$ cat config.mk
export PLATFORM = sky130hd
export DESIGN_NAME = wall_column_shader_unit
export DESIGN_NICKNAME = d
export VERILOG_FILES = /design/src/hdl/wcs_pkg.sv /design/src/hdl/wcs_front.sv /design/src/hdl/wcs_div_pipe.sv /design/src/hdl/wcs_back.sv /design/src/hdl/wall_column_shader_unit.sv
export SDC_FILE = /design/constraint.sdc
export NUM_CORES = 2
export LEC_CHECK = 0
export BUFFER_PORTS_ARGS = -buffer_cell sky130_fd_sc_hd__buf_2
export CAP_MARGIN = 20
export CORE_MARGIN = 1
export CORE_UTILIZATION = 45
export CTS_BUF_LIST = sky130_fd_sc_hd__clkbuf_2 sky130_fd_sc_hd__clkbuf_4 sky130_fd_sc_hd__clkbuf_8
export DETAILED_ROUTE_END_ITERATION = 6
export SLEW_MARGIN = 20
export SYNTH_ARGS = -nofsm -noshare
export SYNTH_HDL_FRONTEND = slang
export SYNTH_SLANG_ARGS = --single-unit
$ cat constraint.sdc
create_clock -name clk -period 7.9 [get_ports clk]
set_input_delay 1.58 -clock clk [delete_from_list [all_inputs] [get_ports clk]]
set_output_delay 1.58 -clock clk [all_outputs]
set_load 0.1 [all_outputs]
$ cat src/hdl/wcs_pkg.sv
// ----------------------------------------------------------------------------
// wcs_pkg
// Shared types, constants and helper functions of the wall column shader:
// register indexes, reset values, the color palette and the cell codes.
// ----------------------------------------------------------------------------
package wcs_pkg;

  // Widths fixed by the item and register formats.
  localparam int HEIGHT_BITS_DEF = 12;
  localparam int DIST_W          = 16;
  localparam int GAIN_W          = 16;
  localparam int SHADE_W         = 9;
  localparam int SHADE_Q_W       = 8;
  localparam int CODE_W          = 8;
  localparam int CHAN_W          = 8;
  localparam int CFG_DATA_W      = 16;
  localparam int CFG_IDX_W       = 3;

  // Arithmetic constants.
  localparam int HEIGHT_MIN  = 2;
  localparam int SIDE_NUM    = 7;
  localparam int DIV10_RECIP = 6554;
  localparam logic [SHADE_W-1:0] SHADE_ONE = 9'd256;

  // Reset values of the configuration registers.
  localparam int SCREEN_HEIGHT_RST = 480;
  localparam int HEIGHT_MARGIN_RST = 0;
  localparam logic [GAIN_W-1:0]  HEIGHT_GAIN_RST = 16'd256;
  localparam logic [GAIN_W-1:0]  SHADE_GAIN_RST  = 16'd768;
  localparam logic [SHADE_W-1:0] MIN_SHADE_RST   = 9'd26;
  localparam logic [DIST_W-1:0]  VIEW_LIMIT_RST  = 16'd5120;

  // Configuration register indexes.
  typedef enum logic [CFG_IDX_W-1:0] {
    CFG_SCREEN_HEIGHT = 3'd0,
    CFG_HEIGHT_MARGIN = 3'd1,
    CFG_HEIGHT_GAIN   = 3'd2,
    CFG_SHADE_GAIN    = 3'd3,
    CFG_MIN_SHADE     = 3'd4,
    CFG_VIEW_LIMIT    = 3'd5
  } cfg_idx_t;

  // Map cell character codes.
  localparam logic [CODE_W-1:0] CODE_WALL   = 8'h23;
  localparam logic [CODE_W-1:0] CODE_YELLOW = 8'h31;
  localparam logic [CODE_W-1:0] CODE_RED    = 8'h32;
  localparam logic [CODE_W-1:0] CODE_GREEN  = 8'h33;
  localparam logic [CODE_W-1:0] CODE_BLUE   = 8'h34;

  typedef struct packed {
    logic [CHAN_W-1:0] r;
    logic [CHAN_W-1:0] g;
    logic [CHAN_W-1:0] b;
  } rgb_t;

  localparam rgb_t COL_WALL   = '{r: 8'd72,  g: 8'd78,  b: 8'd96};
  localparam rgb_t COL_BG     = '{r: 8'd10,  g: 8'd10,  b: 8'd20};
  localparam rgb_t COL_SEP    = '{r: 8'd100, g: 8'd93,  b: 8'd120};
  localparam rgb_t COL_YELLOW = '{r: 8'd199, g: 8'd191, b: 8'd80};
  localparam rgb_t COL_RED    = '{r: 8'd133, g: 8'd9,   b: 8'd18};
  localparam rgb_t COL_GREEN  = '{r: 8'd4,   g: 8'd130, b: 8'd29};
  localparam rgb_t COL_BLUE   = '{r: 8'd0,   g: 8'd26,  b: 8'd110};

  // Per-item flags that travel down the pipeline with the item.
  typedef struct packed {
    logic [CODE_W-1:0] cell_code;
    logic              side_hit;
    logic              beyond;      // distance at or past the view limit
    logic              height_ovf;  // height quotient exceeds the height range
    logic              shade_sat;   // shade factor saturates at 1.0
  } tag_t;

  // Base color of a hit cell.
  function automatic rgb_t base_colour(input logic [CODE_W-1:0] code);
    rgb_t c;
    case (code)
      CODE_WALL:   c = COL_WALL;
      CODE_YELLOW: c = COL_YELLOW;
      CODE_RED:    c = COL_RED;
      CODE_GREEN:  c = COL_GREEN;
      CODE_BLUE:   c = COL_BLUE;
      default:     c = COL_SEP;
    endcase
    return c;
  endfunction

  // Exact floor(x / 10) for x below 2048, by a reciprocal multiply.
  function automatic logic [CHAN_W-1:0] div10(input logic [10:0] x);
    logic [23:0] p;
    p = 24'(x) * 24'(DIV10_RECIP);
    return p[23:16];
  endfunction

endpackage

$ cat src/hdl/wcs_front.sv
// ----------------------------------------------------------------------------
// wcs_front
// Input register and projection multiply, then the saturation checks that
// decide whether each quotient overflows before the divider runs.
// ----------------------------------------------------------------------------
module wcs_front #(
  parameter int HEIGHT_BITS = wcs_pkg::HEIGHT_BITS_DEF
) (
  input  logic                               clk,
  input  logic                               rst_n,
  input  logic                               in_valid,
  input  logic [wcs_pkg::CODE_W-1:0]         in_cell_code,
  input  logic                               in_side_hit,
  input  logic [wcs_pkg::DIST_W-1:0]         in_distance,
  input  logic [HEIGHT_BITS-1:0]             screen_height,
  input  logic [wcs_pkg::GAIN_W-1:0]         height_gain,
  input  logic [wcs_pkg::GAIN_W-1:0]         shade_gain,
  input  logic [wcs_pkg::DIST_W-1:0]         view_limit,
  output logic                               out_valid,
  output wcs_pkg::tag_t                      out_tag,
  output logic [wcs_pkg::DIST_W-1:0]         out_distance,
  output logic [HEIGHT_BITS+wcs_pkg::GAIN_W-1:0] out_num
);

  localparam int NUM_W = HEIGHT_BITS + wcs_pkg::GAIN_W;

  logic                        v1_r;
  wcs_pkg::tag_t               tag1_r;
  wcs_pkg::tag_t               tag1_nxt;
  logic [wcs_pkg::DIST_W-1:0]  d1_r;
  logic [NUM_W-1:0]            num1_r;
  logic [NUM_W-1:0]            num1_nxt;

  logic                        v2_r;
  wcs_pkg::tag_t               tag2_r;
  wcs_pkg::tag_t               tag2_nxt;
  logic [wcs_pkg::DIST_W-1:0]  d2_r;
  logic [NUM_W-1:0]            num2_r;

  // Stage one: capture the item, test the view limit and form the numerator.
  always_comb begin
    tag1_nxt            = '0;
    tag1_nxt.cell_code  = in_cell_code;
    tag1_nxt.side_hit   = in_side_hit;
    tag1_nxt.beyond     = (in_distance >= view_limit);
    num1_nxt            = NUM_W'(screen_height) * NUM_W'(height_gain);
  end

  always_ff @(posedge clk) begin
    if (!rst_n) begin
      v1_r <= 1'b0;
    end else begin
      v1_r <= in_valid;
    end
    tag1_r <= tag1_nxt;
    d1_r   <= in_distance;
    num1_r <= num1_nxt;
  end

  // Stage two: a quotient saturates when the top part of its dividend
  // already reaches the divisor. Zero distance saturates both.
  always_comb begin
    tag2_nxt            = tag1_r;
    tag2_nxt.height_ovf = (num1_r[NUM_W-1:HEIGHT_BITS] >= d1_r);
    tag2_nxt.shade_sat  = (shade_gain >= d1_r);
  end

  always_ff @(posedge clk) begin
    if (!rst_n) begin
      v2_r <= 1'b0;
    end else begin
      v2_r <= v1_r;
    end
    tag2_r <= tag2_nxt;
    d2_r   <= d1_r;
    num2_r <= num1_r;
  end

  assign out_valid    = v2_r;
  assign out_tag      = tag2_r;
  assign out_distance = d2_r;
  assign out_num      = num2_r;

endmodule

$ cat src/hdl/wcs_div_pipe.sv
// ----------------------------------------------------------------------------
// wcs_div_pipe
// Pipelined restoring divider with two lanes sharing one divisor: the height
// lane yields HEIGHT_BITS quotient bits, the shade lane eight. One quotient
// bit per lane per stage; the shade lane holds once its bits are done.
// ----------------------------------------------------------------------------
module wcs_div_pipe #(
  parameter int HEIGHT_BITS = wcs_pkg::HEIGHT_BITS_DEF
) (
  input  logic                                   clk,
  input  logic                                   rst_n,
  input  logic                                   in_valid,
  input  wcs_pkg::tag_t                          in_tag,
  input  logic [wcs_pkg::DIST_W-1:0]             in_distance,
  input  logic [HEIGHT_BITS+wcs_pkg::GAIN_W-1:0] in_num,
  input  logic [wcs_pkg::GAIN_W-1:0]             shade_gain,
  output logic                                   out_valid,
  output wcs_pkg::tag_t                          out_tag,
  output logic [HEIGHT_BITS-1:0]                 out_height_q,
  output logic [wcs_pkg::SHADE_Q_W-1:0]          out_shade_q
);

  localparam int NUM_W = HEIGHT_BITS + wcs_pkg::GAIN_W;
  localparam int REM_W = wcs_pkg::DIST_W;

  typedef struct packed {
    logic                         valid;
    wcs_pkg::tag_t                tag;
    logic [REM_W-1:0]             d;
    logic [HEIGHT_BITS-1:0]       lo;
    logic [REM_W-1:0]             hrem;
    logic [HEIGHT_BITS-1:0]       hq;
    logic [REM_W-1:0]             srem;
    logic [wcs_pkg::SHADE_Q_W-1:0] sq;
  } dstage_t;

  dstage_t stg_in  [HEIGHT_BITS];
  dstage_t stg_nxt [HEIGHT_BITS];
  dstage_t stg_r   [HEIGHT_BITS];

  // Entry: the height remainder starts from the top of the numerator, the
  // shade remainder from the shading gain.
  always_comb begin
    stg_in[0]       = '0;
    stg_in[0].valid = in_valid;
    stg_in[0].tag   = in_tag;
    stg_in[0].d     = in_distance;
    stg_in[0].lo    = in_num[HEIGHT_BITS-1:0];
    stg_in[0].hrem  = in_num[NUM_W-1:HEIGHT_BITS];
    stg_in[0].srem  = shade_gain;
  end

  for (genvar i = 0; i < HEIGHT_BITS; i++) begin : g_stage
    logic [REM_W:0] htry;
    logic           hge;
    logic [REM_W:0] stry;
    logic           sge;

    if (i > 0) begin : g_link
      assign stg_in[i] = stg_r[i-1];
    end

    // One restoring step per lane.
    always_comb begin
      htry = {stg_in[i].hrem, stg_in[i].lo[HEIGHT_BITS-1]};
      hge  = (htry >= {1'b0, stg_in[i].d});
      stry = {stg_in[i].srem, 1'b0};
      sge  = (stry >= {1'b0, stg_in[i].d});

      stg_nxt[i]      = stg_in[i];
      stg_nxt[i].lo   = {stg_in[i].lo[HEIGHT_BITS-2:0], 1'b0};
      stg_nxt[i].hq   = {stg_in[i].hq[HEIGHT_BITS-2:0], hge};
      stg_nxt[i].hrem = hge ? REM_W'(htry - {1'b0, stg_in[i].d}) : htry[REM_W-1:0];
      if (i < wcs_pkg::SHADE_Q_W) begin
        stg_nxt[i].sq   = {stg_in[i].sq[wcs_pkg::SHADE_Q_W-2:0], sge};
        stg_nxt[i].srem = sge ? REM_W'(stry - {1'b0, stg_in[i].d}) : stry[REM_W-1:0];
      end
    end

    always_ff @(posedge clk) begin
      if (!rst_n) begin
        stg_r[i].valid <= 1'b0;
      end else begin
        stg_r[i] <= stg_nxt[i];
      end
    end
  end

  assign out_valid    = stg_r[HEIGHT_BITS-1].valid;
  assign out_tag      = stg_r[HEIGHT_BITS-1].tag;
  assign out_height_q = stg_r[HEIGHT_BITS-1].hq;
  assign out_shade_q  = stg_r[HEIGHT_BITS-1].sq;

endmodule

$ cat src/hdl/wcs_back.sv
// ----------------------------------------------------------------------------
// wcs_back
// Height clamping and color shading: one stage clamps the height and scales
// the base color, the next applies side darkening, the dark cutoff and the
// view limit, and drives the result registers.
// ----------------------------------------------------------------------------
module wcs_back #(
  parameter int HEIGHT_BITS = wcs_pkg::HEIGHT_BITS_DEF
) (
  input  logic                              clk,
  input  logic                              rst_n,
  input  logic                              in_valid,
  input  wcs_pkg::tag_t                     in_tag,
  input  logic [HEIGHT_BITS-1:0]            in_height_q,
  input  logic [wcs_pkg::SHADE_Q_W-1:0]     in_shade_q,
  input  logic [HEIGHT_BITS-1:0]            screen_height,
  input  logic [HEIGHT_BITS-1:0]            height_margin,
  input  logic [wcs_pkg::SHADE_W-1:0]       min_shade,
  output logic                              out_valid,
  output logic [wcs_pkg::CHAN_W-1:0]        out_red,
  output logic [wcs_pkg::CHAN_W-1:0]        out_green,
  output logic [wcs_pkg::CHAN_W-1:0]        out_blue,
  output logic [HEIGHT_BITS-1:0]            out_column_height
);

  localparam int PROD_W = wcs_pkg::CHAN_W + wcs_pkg::SHADE_W;
  localparam logic signed [HEIGHT_BITS:0] H_MIN = (HEIGHT_BITS+1)'(wcs_pkg::HEIGHT_MIN);

  // Scaled channel, then side darkening by seven tenths.
  function automatic logic [wcs_pkg::CHAN_W-1:0] shade_chan(
    input logic [PROD_W-1:0] p,
    input logic              side
  );
    logic [wcs_pkg::CHAN_W-1:0] v;
    logic [10:0]                v7;
    v  = p[wcs_pkg::CHAN_W+7:8];
    v7 = 11'(v) * 11'(wcs_pkg::SIDE_NUM);
    return side ? wcs_pkg::div10(v7) : v;
  endfunction

  logic signed [HEIGHT_BITS:0]   cap;
  logic signed [HEIGHT_BITS:0]   hq_s;
  logic signed [HEIGHT_BITS:0]   hcap;
  logic [HEIGHT_BITS-1:0]        h_nxt;
  logic [wcs_pkg::SHADE_W-1:0]   m_nxt;
  wcs_pkg::rgb_t                 base;

  logic                          f1_valid_r;
  wcs_pkg::tag_t                 f1_tag_r;
  logic [HEIGHT_BITS-1:0]        f1_h_r;
  logic [wcs_pkg::SHADE_W-1:0]   f1_m_r;
  logic [PROD_W-1:0]             f1_pr_r;
  logic [PROD_W-1:0]             f1_pg_r;
  logic [PROD_W-1:0]             f1_pb_r;

  wcs_pkg::rgb_t                 col_nxt;
  logic [HEIGHT_BITS-1:0]        oh_nxt;
  logic                          ov_r;
  wcs_pkg::rgb_t                 col_r;
  logic [HEIGHT_BITS-1:0]        oh_r;

  // Height: take the cap on overflow or when the quotient exceeds it, then
  // hold at least the minimum height. Shade factor saturates at 1.0.
  always_comb begin
    cap  = $signed({1'b0, screen_height}) - $signed({1'b0, height_margin});
    hq_s = $signed({1'b0, in_height_q});
    if (in_tag.height_ovf || (hq_s > cap)) begin
      hcap = cap;
    end else begin
      hcap = hq_s;
    end
    if (hcap < H_MIN) begin
      hcap = H_MIN;
    end
    h_nxt = hcap[HEIGHT_BITS-1:0];
    m_nxt = in_tag.shade_sat ? wcs_pkg::SHADE_ONE : {1'b0, in_shade_q};
    base  = wcs_pkg::base_colour(in_tag.cell_code);
  end

  always_ff @(posedge clk) begin
    if (!rst_n) begin
      f1_valid_r <= 1'b0;
    end else begin
      f1_valid_r <= in_valid;
    end
    f1_tag_r <= in_tag;
    f1_h_r   <= h_nxt;
    f1_m_r   <= m_nxt;
    f1_pr_r  <= PROD_W'(base.r) * PROD_W'(m_nxt);
    f1_pg_r  <= PROD_W'(base.g) * PROD_W'(m_nxt);
    f1_pb_r  <= PROD_W'(base.b) * PROD_W'(m_nxt);
  end

  // Final color and height, with the dark cutoff and the view limit.
  always_comb begin
    col_nxt.r = shade_chan(f1_pr_r, f1_tag_r.side_hit);
    col_nxt.g = shade_chan(f1_pg_r, f1_tag_r.side_hit);
    col_nxt.b = shade_chan(f1_pb_r, f1_tag_r.side_hit);
    oh_nxt    = f1_h_r;
    if (f1_tag_r.beyond) begin
      col_nxt = wcs_pkg::COL_BG;
      oh_nxt  = screen_height;
    end else if (f1_m_r < min_shade) begin
      col_nxt = wcs_pkg::COL_BG;
    end
  end

  always_ff @(posedge clk) begin
    if (!rst_n) begin
      ov_r <= 1'b0;
    end else begin
      ov_r <= f1_valid_r;
    end
    col_r <= col_nxt;
    oh_r  <= oh_nxt;
  end

  assign out_valid         = ov_r;
  assign out_red           = col_r.r;
  assign out_green         = col_r.g;
  assign out_blue          = col_r.b;
  assign out_column_height = oh_r;

endmodule

$ cat src/hdl/wall_column_shader_unit.sv
// ----------------------------------------------------------------------------
// wall_column_shader_unit
// Turns one cast ray into the color and height of one screen column.
// ----------------------------------------------------------------------------
// The unit takes one ray item in every clock cycle while busy is low and
// gives its column on out_red, out_green, out_blue and out_column_height,
// marked by out_valid for exactly one cycle; results are not held, so the
// receiver must take each one as it appears. The pipelined divider forms
// one quotient bit per stage for the height quotient and sits between two
// input stages and two shading stages. busy is high while reset is held
// and in the cycle after its release.
// Configuration registers may be written only while no item is in flight.
module wall_column_shader_unit #(
  parameter int HEIGHT_BITS = wcs_pkg::HEIGHT_BITS_DEF
) (
  input  logic                                clk,
  input  logic                                rst_n,
  input  logic                                start,
  output logic                                busy,
  input  logic [wcs_pkg::CODE_W-1:0]          in_cell_code,
  input  logic                                in_side_hit,
  input  logic [wcs_pkg::DIST_W-1:0]          in_distance,
  output logic                                out_valid,
  output logic [wcs_pkg::CHAN_W-1:0]          out_red,
  output logic [wcs_pkg::CHAN_W-1:0]          out_green,
  output logic [wcs_pkg::CHAN_W-1:0]          out_blue,
  output logic [HEIGHT_BITS-1:0]              out_column_height,
  input  logic                                cfg_we,
  input  logic [wcs_pkg::CFG_IDX_W-1:0]       cfg_index,
  input  logic [wcs_pkg::CFG_DATA_W-1:0]      cfg_wdata
);

  localparam int NUM_W   = HEIGHT_BITS + wcs_pkg::GAIN_W;
  localparam int LATENCY = HEIGHT_BITS + 4;

  logic [HEIGHT_BITS-1:0]          screen_height_r;
  logic [HEIGHT_BITS-1:0]          height_margin_r;
  logic [wcs_pkg::GAIN_W-1:0]      height_gain_r;
  logic [wcs_pkg::GAIN_W-1:0]      shade_gain_r;
  logic [wcs_pkg::SHADE_W-1:0]     min_shade_r;
  logic [wcs_pkg::DIST_W-1:0]      view_limit_r;
  logic                            busy_r;
  logic                            in_acc;

  logic                            fr_valid;
  wcs_pkg::tag_t                   fr_tag;
  logic [wcs_pkg::DIST_W-1:0]      fr_distance;
  logic [NUM_W-1:0]                fr_num;

  logic                            dv_valid;
  wcs_pkg::tag_t                   dv_tag;
  logic [HEIGHT_BITS-1:0]          dv_height_q;
  logic [wcs_pkg::SHADE_Q_W-1:0]   dv_shade_q;

  // Configuration registers.
  always_ff @(posedge clk) begin
    if (!rst_n) begin
      screen_height_r <= HEIGHT_BITS'(wcs_pkg::SCREEN_HEIGHT_RST);
      height_margin_r <= HEIGHT_BITS'(wcs_pkg::HEIGHT_MARGIN_RST);
      height_gain_r   <= wcs_pkg::HEIGHT_GAIN_RST;
      shade_gain_r    <= wcs_pkg::SHADE_GAIN_RST;
      min_shade_r     <= wcs_pkg::MIN_SHADE_RST;
      view_limit_r    <= wcs_pkg::VIEW_LIMIT_RST;
    end else if (cfg_we) begin
      case (wcs_pkg::cfg_idx_t'(cfg_index))
        wcs_pkg::CFG_SCREEN_HEIGHT: begin
          screen_height_r <= cfg_wdata[HEIGHT_BITS-1:0];
        end
        wcs_pkg::CFG_HEIGHT_MARGIN: begin
          height_margin_r <= cfg_wdata[HEIGHT_BITS-1:0];
        end
        wcs_pkg::CFG_HEIGHT_GAIN: begin
          height_gain_r <= cfg_wdata[wcs_pkg::GAIN_W-1:0];
        end
        wcs_pkg::CFG_SHADE_GAIN: begin
          shade_gain_r <= cfg_wdata[wcs_pkg::GAIN_W-1:0];
        end
        wcs_pkg::CFG_MIN_SHADE: begin
          min_shade_r <= cfg_wdata[wcs_pkg::SHADE_W-1:0];
        end
        wcs_pkg::CFG_VIEW_LIMIT: begin
          view_limit_r <= cfg_wdata[wcs_pkg::DIST_W-1:0];
        end
        default: begin
        end
      endcase
    end
  end

  // Busy only while coming out of reset; afterwards every cycle with start high takes an item.
  always_ff @(posedge clk) begin
    if (!rst_n) begin
      busy_r <= 1'b1;
    end else begin
      busy_r <= 1'b0;
    end
  end

  assign busy   = busy_r;
  assign in_acc = start && !busy_r;

  wcs_front #(
    .HEIGHT_BITS (HEIGHT_BITS)
  ) u_front (
    .clk           (clk),
    .rst_n         (rst_n),
    .in_valid      (in_acc),
    .in_cell_code  (in_cell_code),
    .in_side_hit   (in_side_hit),
    .in_distance   (in_distance),
    .screen_height (screen_height_r),
    .height_gain   (height_gain_r),
    .shade_gain    (shade_gain_r),
    .view_limit    (view_limit_r),
    .out_valid     (fr_valid),
    .out_tag       (fr_tag),
    .out_distance  (fr_distance),
    .out_num       (fr_num)
  );

  wcs_div_pipe #(
    .HEIGHT_BITS (HEIGHT_BITS)
  ) u_div (
    .clk          (clk),
    .rst_n        (rst_n),
    .in_valid     (fr_valid),
    .in_tag       (fr_tag),
    .in_distance  (fr_distance),
    .in_num       (fr_num),
    .shade_gain   (shade_gain_r),
    .out_valid    (dv_valid),
    .out_tag      (dv_tag),
    .out_height_q (dv_height_q),
    .out_shade_q  (dv_shade_q)
  );

  wcs_back #(
    .HEIGHT_BITS (HEIGHT_BITS)
  ) u_back (
    .clk               (clk),
    .rst_n             (rst_n),
    .in_valid          (dv_valid),
    .in_tag            (dv_tag),
    .in_height_q       (dv_height_q),
    .in_shade_q        (dv_shade_q),
    .screen_height     (screen_height_r),
    .height_margin     (height_margin_r),
    .min_shade         (min_shade_r),
    .out_valid         (out_valid),
    .out_red           (out_red),
    .out_green         (out_green),
    .out_blue          (out_blue),
    .out_column_height (out_column_height)
  );

`ifndef NO_ASSERTIONS
  // Every accepted item yields its result.
  a_item_out: assert property (@(posedge clk) disable iff (!rst_n)
    in_acc |-> ##LATENCY out_valid)
    else $error("accepted item produced no result");

  // No result appears without an accepted item.
  a_no_extra: assert property (@(posedge clk) disable iff (!rst_n)
    !in_acc |-> ##LATENCY !out_valid)
    else $error("result without an accepted item");

  // A column is either the full screen height or clamped into [2, screen].
  a_height_range: assert property (@(posedge clk) disable iff (!rst_n)
    out_valid |-> (out_column_height == screen_height_r) ||
                  (out_column_height == HEIGHT_BITS'(wcs_pkg::HEIGHT_MIN)) ||
                  ((out_column_height > HEIGHT_BITS'(wcs_pkg::HEIGHT_MIN)) &&
                   (out_column_height <= screen_height_r)))
    else $error("column height outside its clamp range");

  // Reset flushes the result strobe.
  a_reset_flush: assert property (@(posedge clk)
    !rst_n |=> !out_valid)
    else $error("result strobe survived reset");
`endif

endmodule
# After elaboration in Yosys (flattened, before gate mapping)
# Memories as Yosys holds them, arrays and structs flattened.
# Cells that the tools add are included.
dict set report totals {
  ff_bits 303
  latch_bits 0
  mem_bits_rw 1104
  mem_bits_ro 0
  output_inout_bits 38
  memories 1
}
dict set report classes {
  addsub 21
  multipliers 10
  n_div 0
  n_lt_le_gt_ge 26
  n_eq_ne 10
  n_shift 0
  mux 41
  n_bitwise 12
  n_reduce_logical 11
}
# name words word_bits rd rd_clocked_by_memory_dff wr line_no
set mem_list {}
lappend mem_list {u_div.stg_r 12 92 12 0 12 wcs_div_pipe.sv:39} ;# dstage_t stg_r [HEIGHT_BITS];
# cell n
set ops {}
lappend ops {{>= comparator 17 x 16 -> 1 bit} 20}
lappend ops {{2-to-1 mux 16 bit} 20}
lappend ops {{subtractor 16 bit} 20}
lappend ops {{one-hot mux 24 bit (5 select lines)} 1}
lappend ops {{multiplier 11 x 12 -> 23 bit, second input constant} 3}
lappend ops {{>= comparator 16 bit} 3}
lappend ops {{multiplier 8 x 9 -> 16 bit} 3}
lappend ops {{== test 8 x 6 -> 1 bit, second input constant} 5}
lappend ops {{multiplier 8 x 3 -> 11 bit, second input constant} 3}
lappend ops {{multiplier 12 x 16 -> 28 bit} 1}
lappend ops {{2-to-1 mux 8 bit} 3}
lappend ops {{2-to-1 mux 1 bit} 14}
lappend ops {{> comparator 13 bit} 1}
lappend ops {{less-than comparator 13 x 3 -> 1 bit, second input constant} 1}
lappend ops {{2-to-1 mux 13 bit} 1}
lappend ops {{subtractor 12 x 12 -> 13 bit} 1}
lappend ops {{2-to-1 mux 12 bit} 1}
lappend ops {{bitwise OR 1 bit} 12}
lappend ops {{AND reduction 2 bit} 6}
lappend ops {{less-than comparator 9 bit} 1}
lappend ops {{2-to-1 mux 9 bit} 1}
lappend ops {{== test 3 x 2 -> 1 bit, second input constant} 2}
lappend ops {{== test 3 bit, second input constant} 2}
lappend ops {{== test 3 x 1 -> 1 bit, second input constant} 1}
lappend ops {{other kinds (5)} 5}

# Depth between registers and ports, before layout
dict set report depth {
  ltp_word 5
  ltp_mapped 30
}

# By module
# A second synthesis with hierarchy kept.
dict set report hier_totals {
  cells_unflattened 6468
  area_unflattened_um2 72082.9
}
# mod instances cells_each area_each_um2 seq_area_each_um2
set modules_own_cells {}
lappend modules_own_cells {wcs_div_pipe 1 3325 42794.8 24863.8}
lappend modules_own_cells {wcs_back 1 1838 16608.4 1701.6}
lappend modules_own_cells {wcs_front 1 1001 9555.4 2242.2}
lappend modules_own_cells {wall_column_shader_unit 1 304 3124.2 1641.6}

# Worst setup path after synthesis
# OpenSTA, ideal clock, no wires.
dict set report synth_timing {
  kind {register to register}
  start {register u_back.f1_pr_r[8]}
  end {register u_back.col_r, in the netlist u_back.out_red[7]}
  setup_ns 0.131
  arrival_ns 6.779
  t_required_ns 7.769
  slack_ns 0.989
  path_stages_with_launch 28
  n_path_buf 0
  period_less_slack_ns 6.911
  cell_sequence {dfxtp_1 > fa_1 > ha_1 > fa_1 > a21oi_1 > nor2_1 > nor2_1 > o21bai_1 > a21oi_1 > nor2_1 > o21ai_0 > nand2b_1 > ha_1 > fa_1 > inv_1 > fa_1 > fa_1 > fa_1 > inv_1 > ha_1 > a21oi_1 > nand2_1 > a211oi_1 > nand4b_1 > a2111o_1 > a41oi_1 > xnor2_1 > a21oi_1}
}
dict set report synth_between {
  elab_chain_len 3
}
# element line_no
set synth_lines {}
lappend synth_lines {{start: declaration} wcs_back.sv:52} ;# logic [PROD_W-1:0] f1_pr_r;
lappend synth_lines {{start signal: assignment} wcs_back.sv:89} ;# f1_pr_r <= PROD_W'(base.r) * PROD_W'(m_nxt);
lappend synth_lines {{multiplier 8 x 3 -> 11 bit} wcs_back.sv:37} ;# v7 = 11'(v) * 11'(wcs_pkg::SIDE_NUM);
lappend synth_lines {{multiplier 11 x 12 -> 23 bit} wcs_pkg.sv:90} ;# p = 24'(x) * 24'(DIV10_RECIP);
lappend synth_lines {{2-to-1 mux 8 bit} wcs_back.sv:38} ;# return side ? wcs_pkg::div10(v7) : v;
lappend synth_lines {{end signal: assignment} wcs_back.sv:114} ;# col_r <= col_nxt;
lappend synth_lines {{end: declaration} wcs_back.sv:59} ;# wcs_pkg::rgb_t col_r;
# No other way between the ends.
# A chain may end at the register's enable or synchronous reset.

# Worst setup path in the final report
dict set report layout_timing {
  start {register u_back.f1_pr_r[10]}
  end {register u_back.col_r, in the netlist u_back.out_red[7]}
}
# Same word-level chain as after synthesis.

==> impl_metrics.yaml <==
worst_setup_path:
  arrival_ps: 8280
  setup.worst_path.end_class: "flip-flop"
  critical_path_required_time_ps: 8710
  worst_path_top_cell_family_by_delay: "adder cells"
  timing.critical_path.slowest_cell_delay_ps: 600
  critPathBufInv: 2
  crit_path_top_delay_cell: "fa_1"
  critical-path-top-cell-by-count: "fa_1"
  critical_path_peak_fanout: 4
  criticalPathCategory: "reg2reg"
  critical_path.startpoint_type: "flip-flop"
yosys:
  synthArstFlopShare: 0
  synth.ff_latch_count: 1111
  avgSynthCellArea_um2: 11.0
  synth.net_count: 7728
  syn_warnings: 0
  netlist_area_um2: 71600
  yosys_most_used_dff: "edfxtp_1"
  synthCells: 6507
  yosys.cell_types.count: 95
  count_of_flip_flops_with_a_built_in_enable_after_synthesis: 820
  synth.yosys.seq_area_share: 0.425
detailed_routing:
  drcViolationCount: 0
  wirelength_um: 158000
  routedWlPerCell_um: 17.7
  drt_iter0_drc: 2624
  final_antenna_net_count: 0
  via_count: 46800
  avgViaCountPerCell: 5.24
  drt_pass_1_iters: 6
floorplanning:
  ios: 86
  coreArea_um2: 158000
  rows: 146
  initial_utilization: 0.453
  die_area_um2: 161000
  die_height_um: 401
  die-width_um: 401
layout:
  drive_above_1_share: 0.104
  area_growth_syn_to_layout_pct: 9.59
  nFillCells: 14200
  nets: 7904
clock_tree:
  clock_tree.buffer_depth: 3
  tritoncts: "built"
  cts.clk_slew.worst_paths_ps: 70
  number_of_setup_buffers_added_after_cts: 0
  cts_buffers: 190
  clock_tree.htree_level_count: 4
  clk_root_buffer_cell: "clkbuf_8"
  insertion_delay_ps: 930
  cts_num_sinks: 1111
placed_design:
  detailed_place_hpwl_um: 123000
  place.port_buffers: 85
  gp_routability_congestion: 0.898
timing:
  timing.slew.headroom: 0.276
  tightestPinTransition_ps: 1090
  hold_viol_final: 0
  fmax_ghz: 0.134
  grt_setup_unrepaired: "no"
  final-setup-viol-count: 0
  fin_skew_ps: 93.1
  timing.final.crit_share: 0.946
  finalMaxSlewViolations: 0
  fin_setup_tns_ps: 0
  fin_crit_ps: 7470
global_routing:
  globalRoute.totalOverflow: 0
  grt_start_max_net_pins: 168
  grt_antenna_before_repair: 6
  grt_first_pass_wirelength_um: 256000
  grt_pass1_vias: 48200
  grt_util_all_layers: 0.199
hold_path:
  hold_class: "reg2reg"
outcome:
  outcome: "completed"
flow_run:
  drv.max_cap_violation_count: 0
-- worst register-to-register path: cells and delay by family (launching register included) --
family,cells,cell delay [ps]
flops,1,450
buf+inv,2,110
simple gates,6,700
compound gates,9,1990
xor+xnor,1,140
fa+ha+maj,9,3950
-- layer usage --
layer | part of all wire | vias up | track usage
met5 | 0 | - | 0
met4 | 0.033 | 0 | 0.0753
met3 | 0.041 | 300 | 0.0288
met2 | 0.47 | 908 | 0.334
met1 | 0.45 | 22600 | 0.261
li1 | - | 23000 | -
-- repair_timing --
action / 4_1_cts / 5_1_grt
gates resized for setup: 0 / 1
hold buffers: 0 / 0
endpoints found under the setup margin: 0 / 2
-- synth_stat cells (all sizes together), types with 18 or more instances --
library cell,number,area [um2]
a211o,20,175
a211oi,50,380
a21o,87,654
a21oi,363,1830
a31oi,30,206
and2,89,557
and3,26,163
buf,36,223
clkbuf,98,368
dfxtp,291,5830
edfxtp,820,24600
fa,372,7450
ha,801,10000
inv,891,3340
mux2,198,2310
mux2i,47,470
nand2,561,2110
nand2b,48,308
nand3,91,455
nand4,68,425
nor2,383,1450
nor2b,97,607
nor3,126,631
nor4,32,200
o211ai,31,243
o21a,82,616
o21ai,168,875
o21bai,18,139
o31a,20,175
o31ai,37,329
o41ai,25,257
or2,33,206
or3,34,213
xnor2,214,1870
xor2,70,613
-- area by class of cell --
class                           count  area, um2  area share
Clock buffer                      249       3200      0.0407
Tap cell                         2072       2590      0.0330
Inverter                          897       3370      0.0429
Antenna cell                        3       7.51   0.0000956
Sequential cell                  1111      30500       0.388
Clock inverter                    103        902      0.0115
Multi-Input combinational cell   4365      37200       0.474
Timing Repair Buffer              118        741     0.00944
-- metrics by stage --
step           utilization  instance area [um2]  std cells  hold WS, ps  worst slack (ps)
2_1_floorplan            -                71600       6507          310               989
4_1_cts              0.496                78500       8914          259               366
3_3_place_gp         0.470                74400       8562          310               464
3_5_place_dp         0.470                74400       8562          312               385
5_1_grt              0.496                78500       8916          287              2.88
6_report             0.496                78500       8918          266               427
-- layout by cell type, fill, tap and decap left out, types with 48 or more instances in the layout --
cell / synthesis / final
nor3_1: 126 / 126
nor2b_1: 97 / 97
mux2_2: 176 / 176
nand4_1: 68 / 68
o21a_1: 82 / 82
xor2_1: 70 / 70
nand3_1: 91 / 91
clkbuf_8: 0 / 212
o21ai_0: 151 / 151
inv_1: 890 / 890
a21o_1: 86 / 86
a21oi_1: 360 / 360
and2_1: 89 / 89
clkinv_1: 6 / 48
fa_1: 372 / 372
xnor2_1: 214 / 214
edfxtp_1: 820 / 820
buf_2: 19 / 84
a211oi_1: 49 / 48
nor2_1: 382 / 382
nand2_1: 560 / 560
ha_1: 801 / 801
dfxtp_1: 291 / 290
-- path summary, 6_finish.rpt --
check | from | end | slack, ps | cells after the start
worst min register to register | u_div.stg_r[5][174]$_DFFE_PP_ | u_back.f1_tag_r[3]$_DFF_P_ | 270 | 0
worst min-delay path | u_div.stg_r[5][174]$_DFFE_PP_ | u_back.f1_tag_r[3]$_DFF_P_ | 270 | 0
worst max register to register | u_back.f1_pr_r[10]$_DFF_P_ | u_back.out_red[7]$_SDFF_PP0_ | 430 | 27
worst max-delay path | u_back.f1_pr_r[10]$_DFF_P_ | u_back.out_red[7]$_SDFF_PP0_ | 430 | 27
-- state kept, by name, summed over array words and instances (netlist names), 16 cells and up --
name / count
u_front.out_distance: 16
view_limit_r: 16
height_gain_r: 16
u_front.out_num: 28
u_front.d1_r: 16
shade_gain_r: 16
u_front.num1_r: 28
u_div.stg_r: 832
-- kinds of logic (layout without fill, tap and decap cells) --
family / count (synthesis) / in the layout / synth area share
DFF: 1111 / 1111 / 0.425
and+or+nand+nor: 1635 / 1635 / 0.108
AOI/OAI and AO/OA: 1028 / 1028 / 0.0945
adders and majority gates: 1173 / 1173 / 0.244
buffers and inverters: 1031 / 1367 / 0.0552
xor gates and xnor gates: 284 / 284 / 0.0347
muxes: 245 / 245 / 0.0388
other: 0 / 3 / 0
Power is left out: the tool's default activity adds up to more than one toggle a clock period on the data nets, which glitch-free logic cannot reach.
